**config.mk**
```make
export PLATFORM = sky130hd
export DESIGN_NAME = tgds_ctrl
export DESIGN_NICKNAME = d
export VERILOG_FILES = /design/src/hw/rtl/tgds_pkg.sv /design/src/hw/rtl/tgds_ctrl.sv
export SDC_FILE = /design/constraint.sdc
export NUM_CORES = 1
export LEC_CHECK = 0
export ABC_CLOCK_PERIOD_IN_PS = 3000
export BUFFER_PORTS_ARGS = -buffer_cell sky130_fd_sc_hd__buf_2
export CAP_MARGIN = 20
export CORE_AREA = 2 2 39 41
export DETAILED_ROUTE_END_ITERATION = 12
export DIE_AREA = 0 0 41 43
export MAX_ROUTING_LAYER = met4
export SETUP_SLACK_MARGIN = 0.15
export SYNTH_ARGS = -nofsm -noshare
export SYNTH_HDL_FRONTEND = slang
export SYNTH_SLANG_ARGS = --single-unit
```
**constraint.sdc**
```tcl
create_clock -name clock -period 3 [get_ports clock]
set_clock_uncertainty 0.1 [all_clocks]
set_input_delay 0.3 -clock clock [delete_from_list [all_inputs] [get_ports clock]]
set_output_delay 0.3 -clock clock [all_outputs]
set_load 0.01 [all_outputs]
```
**src/hw/rtl/tgds_pkg.sv**
```systemverilog
// ----------------------------------------------------------------------------
// tgds_pkg
// Shared types and constants for the toroidal grid diffusion block.
// ----------------------------------------------------------------------------
package tgds_pkg;

   localparam int GRID_WIDTH  = 256;
   localparam int GRID_HEIGHT = 256;
   localparam int CELLS       = GRID_WIDTH * GRID_HEIGHT;

   localparam int CELL_ADDR_W = $clog2(CELLS);
   localparam int COL_W       = $clog2(GRID_WIDTH);
   localparam int ROW_W       = $clog2(GRID_HEIGHT);
   localparam int COL_SEQ_W   = $clog2(GRID_WIDTH + 2);
   localparam int ROW_SEQ_W   = $clog2(GRID_HEIGHT + 2);

   localparam int OPCODE_W    = 2;
   localparam int COORD_W     = 8;
   localparam int VALUE_W     = 16;
   localparam int COLSUM_W    = VALUE_W + 2;
   localparam int ACC_W       = VALUE_W + 4;

   localparam logic [VALUE_W-1:0] ONE_FIXED = VALUE_W'(32768);

   typedef enum logic [OPCODE_W-1:0] {
      OP_WRITE = 2'd0,
      OP_STEP  = 2'd1,
      OP_READ  = 2'd2
   } opcode_type;

   typedef enum logic [1:0] {
      ST_CLEAR,
      ST_IDLE,
      ST_STEP,
      ST_DRAIN
   } state_type;

   typedef struct packed {
      logic clear_en;
      logic scan_start;
      logic scan_en;
      logic flip;
      logic req_write;
      logic req_read;
   } cmd_type;

   typedef struct packed {
      logic clear_done;
      logic scan_last;
      logic pipe_busy;
   } status_type;

endpackage

```
**src/hw/rtl/tgds_ctrl.sv**
```systemverilog
// ----------------------------------------------------------------------------
// tgds_ctrl
// Controller: clearing pass, transaction decode and diffusion step sequencing.
// ----------------------------------------------------------------------------
module tgds_ctrl (
   input  logic                                clock,
   input  logic                                reset,
   input  logic                                start,
   input  logic [tgds_pkg::OPCODE_W-1:0]       req_opcode,
   input  tgds_pkg::status_type                status,
   output tgds_pkg::cmd_type                   cmd,
   output logic                                busy
);

   tgds_pkg::state_type state_ff;
   tgds_pkg::state_type state_in;

   always_ff @(posedge clock) begin
      if (reset) begin
         state_ff <= tgds_pkg::ST_CLEAR;
      end else begin
         state_ff <= state_in;
      end
   end

   always_comb begin
      state_in = state_ff;
      cmd      = '0;
      busy     = 1'b1;
      case (state_ff)
         tgds_pkg::ST_CLEAR: begin
            cmd.clear_en = 1'b1;
            if (status.clear_done) begin
               state_in = tgds_pkg::ST_IDLE;
            end
         end
         tgds_pkg::ST_IDLE: begin
            busy = 1'b0;
            if (start) begin
               case (req_opcode)
                  tgds_pkg::OP_WRITE: cmd.req_write = 1'b1;
                  tgds_pkg::OP_READ:  cmd.req_read  = 1'b1;
                  tgds_pkg::OP_STEP: begin
                     cmd.scan_start = 1'b1;
                     state_in       = tgds_pkg::ST_STEP;
                  end
                  default: ;
               endcase
            end
         end
         tgds_pkg::ST_STEP: begin
            cmd.scan_en = 1'b1;
            if (status.scan_last) begin
               state_in = tgds_pkg::ST_DRAIN;
            end
         end
         tgds_pkg::ST_DRAIN: begin
            if (!status.pipe_busy) begin
               cmd.flip = 1'b1;
               state_in = tgds_pkg::ST_IDLE;
            end
         end
         default: begin
            state_in = tgds_pkg::ST_IDLE;
         end
      endcase
   end

endmodule

```
# Word-level counts from Yosys, hierarchy flattened
# Cells that the tools add are included.
classes:
  addsub: 0
  multipliers: 0
  div: 0
  order_cmp: 0
  n_eq_ne: 10
  n_shift: 0
  muxes: 18
  n_bitwise: 0
  reduce_logical: 3
ops:
  columns: ["op", "count"]
  rows:
  - ["$mux W2", 7]
  - ["$mux W1", 10]
  - ["$ne A2 B2 Y1 const B", 4]
  - ["$pmux W2 S4", 1]
  - ["$eq A2 B2 Y1 const B", 3]
  - ["$reduce_and A5 Y1", 1]
  - ["$eq A2 B1 Y1 const B", 2]
  - ["$logic_not A2 Y1", 2]
  - ["$ne A2 B1 Y1 const B", 1]
word_totals:
  regBits: 2
  latchBits: 0
  ram_bits: 0
  mem_bits_ro: 0
  in_bits: 8
  output_inout_bits: 7
  word_cells: 32
  memories: 0

# Depth between registers and ports, before layout
logic_depth:
  depth_word: 4
  mapped_depth: 5
  ltp_nobuf: 5

# Least setup slack after synthesis
# Ideal clock, no wire load.
synth_path:
  kind: "reg2reg"
  from: "register state_ff[0]"
  to: "register state_ff[1]"
  setup_ps: 72
  arrival_ps: 1369
  t_required_ps: 2828
  path_slack_ps: 1459
  stages_incl_launch_ff: 6
  path_buffers: 0
  path_cell_list: "dfxtp_1 -> inv_1 -> ha_1 -> and2b_4 -> a2111oi_4 -> mux2i_1"
synth_via:
  elab_chain_cells: 3
  elab_cells_between_ends: 11
  cone_classes: "8 x eq/ne; 1 x mux; 2 x reduce/logical"
synth_lines:
  columns: ["element", "line", "text"]
  rows:
  - ["start, declared", "tgds_ctrl.sv:15", "tgds_pkg::state_type state_ff;"]
  - ["start signal, assigned", "tgds_ctrl.sv:20", "state_ff <= tgds_pkg::ST_CLEAR;"]
  - ["start signal, assigned", "tgds_ctrl.sv:22", "state_ff <= state_in;"]
  - ["$eq A2 B1 Y1, or another cell as far along", "tgds_ctrl.sv:30", "case (state_ff)"]
  - ["$ne A2 B1 Y1 (no source line) / $ne A2 B2 Y1 (equally long branches)", null, null]
  - ["$reduce_and A5 Y1 (no source line)", null, null]
# Parallel ways exist; a longest one is shown, timed or not.
# A chain may end at the register's enable or synchronous reset.

==> results.cfg <==
[run_status]
status = finished clean

[flow_run]
cap_viol_max_count = 0

[clock_network]
cts.path.max_buffers = 2
cts-root-buf = clkbuf_4
cts_resized = 0
tritoncts = built
numCtsBuffers = 3
clkTransAtPathRegs_ns = 0.03
clk_latency_ns = 0.22
post-cts-setup-buffers = 0
hold_buffers = 0
htreeDepth = 1
cts_sinks = 2

[die]
die-area_um2 = 1763
start_util = 0.1790
core-area_um2 = 1384
placementRows = 14
die_w_um = 41
die_h_um = 43
io_pins = 15

[synthesis]
synth-edff-count = 0
yosysTopAreaCell = ha_1
ys_top_cells_by_count = 4 x ha_1, 3 x inv_1, 3 x nand2b_1
synth_fa_ha_area_frac = 0.2020
synthMuxAreaShare = 0.04040
yosysWarnings = 0
synth_ff_type = dfxtp_1
yosysUniqueCellTypes = 15
synth_area_leaders = ha_1 20%, dfxtp_1 16%, a2111oi_4 11%
ys_ff_latch = 2
syn_area_um2 = 247.7
synth_xor_area_frac = 0
yosysSeqAreaShare = 0.1616
netlist.area_leader.share = 0.2020
synth_most_common_cell = ha_1
synth-simple-area-share = 0.4040
synth_top_family_by_area = simple AND/OR/NAND/NOR gates
synth_compound_area_frac = 0.1465
synthCells = 26
syn_nets = 38
postSynth.asyncResetShare = 0
synth.avg_cell_area_um2 = 9.528

[critical_path]
crit_path_end_kind = output pin
cpLargestDelayFamily = flip-flops
worstPathRequired_ns = 2.60
worst_path_max_delay_cell = dfxtp_1
reg2reg_from = state_ff[0]
startpoint_type = flop
arrival_ns = 1.37
crit_fanout = 4
r2r_cells = 5
setup.worst_path.class = flop to output pin
critPathBufInv = 2
crit_chain = inv_1 -> ha_1 -> nand2_1 -> nor3b_1 -> buf_2
r2r_end = state_ff[1]
r2r_slack_ns = 1.40
max_stage_delay_ns = 0.33

[route]
via_per_inst = 4.051
drtIter0Drc = 1
final_antenna_net_count = 0
drt_wl_total_um = 490
firstDrtPassIters = 2
wl_per_cell_um = 8.305
drc = 0
num_vias = 239

[timing]
hold_viol_final = 0
tightest_slew_ns = 0.3003
fin_crit_sh = 0.5912
drv_slew = 0
finalSetupTns_ns = 0
period_needed_ns = 1.774
rsz0062_at_grt = false
maxSlewHeadroom = 0.7998
setup_viol = 0
fmax_mhz = 563.8

[placed_design]
io_buffers = 14
gp_congestion = 0.6806
place_inst = 56
hpwl_um = 416.8
placed_area_um2 = 337.8

[power_and_ir_drop]
p_leak_nw = 0.1839
irDropWorstVdd_mv = 0.2456
p_per_area_nw_per_um2 = 808.5

[finish]
largest_reg_flops = 2
layout.cells.non_filler = 59
largest_register = state_ff
area_growth_pct = 45.45
reg_top3 = state_ff (2)
antennaDiodeCount = 0
nets = 57
final_area_um2 = 360.3
drive_above_1_share = 0.4651

[min_path]
hold-path-cell-count = 3
min_path_type = primary input to flop
hp-start = reset
hold_path_end = state_ff[0]

[grt]
antenna_found_initial = 0
grt_max_degree = 5
grt_pass1_vias = 211
grt_overflow = 0
grt_usage = 0.06564
grt_pass1_wl_um = 724
[cells by family (layout without fill, tap and decap cells)]
family,count (synthesis),in the layout
buffers and inverters,3,20
AO/OA/AOI/OAI,2,2
multiplexers,1,1
adder cells (fa/ha/maj),4,4
flip-flops,2,2
AND/OR/NAND/NOR,14,14
[per-stage QoR]
| step | total power, mW | hold WS, ns | util | worst slack [ns] |
|---|---|---|---|---|
| 3_5_place_dp | 0.2386 | 0.4253 | 0.2441 | 1.390 |
| 4_1_cts | 0.3002 | 0.2820 | 0.2604 | 1.189 |
| 3_3_place_gp | 0.2335 | 0.4094 | 0.2441 | 1.417 |
| 6_report | 0.2913 | 0.2854 | 0.2604 | 1.226 |
| 2_1_floorplan | 0.1862 | 0.3726 | - | 1.459 |
| 5_1_grt | 0.3244 | 0.2999 | 0.2604 | 1.097 |
[power breakdown]
| part | switching, mW | total, mW | leakage [nW] | internal [mW] |
|---|---|---|---|---|
| Combinational | 0.0884 | 0.179 | 0.154 | 0.0903 |
| Clock | 0.0138 | 0.0578 | 0.0138 | 0.0440 |
| Sequential | 0.0145 | 0.0547 | 0.0166 | 0.0402 |
[cell type report]
| type | instances | area [um2] |
|---|---|---|
| Inverter | 3 | 11.26 |
| Fill cell | 156 | 1023 |
| Tap cell | 16 | 20.02 |
| Clock buffer | 3 | 22.52 |
| Sequential cell | 2 | 40.04 |
| Timing Repair Buffer | 14 | 70.07 |
| Multi-Input combinational cell | 21 | 196.4 |
[worst max path at each step]
stage                     start           to  cells past startpoint
detailed placement  state_ff[0]  state_ff[1]                      5
global placement    state_ff[0]  state_ff[1]                      5
global route        state_ff[0]       cmd[0]                      4
CTS                 state_ff[1]       cmd[0]                      5
finish              state_ff[1]       cmd[0]                      5
floorplan           state_ff[0]  state_ff[1]                      5
[worst reg2reg max path, stage by stage (launching register included)]
cell	delay, ns
dfxtp_1	0.37
inv_1	0.08
ha_1	0.21
and2b_4	0.18
a2111oi_4	0.36
mux2i_1	0.22
[routing by layer]
| layer | track usage | vias to the layer above | wire, um |
|---|---|---|---|
| li1 | - | 123 | - |
| met1 | 0.05414 | 107 | 195 |
| met2 | 0.09688 | 9 | 250 |
| met3 | 0.03665 | 0 | 44 |
| met4 | 0.06000 | 0 | 0 |
| met5 | - | - | 0 |
[cell usage in the layout (no fill, tap or decap), drive strengths merged, types with 2 or more instances in the layout]
master   n
dfxtp    2
clkbuf   3
nor3b    2
nor2b    2
buf     14
inv      3
ha       4
nor3     2
nand2b   3
No activity file was read; power rests on OpenSTA's default activity.
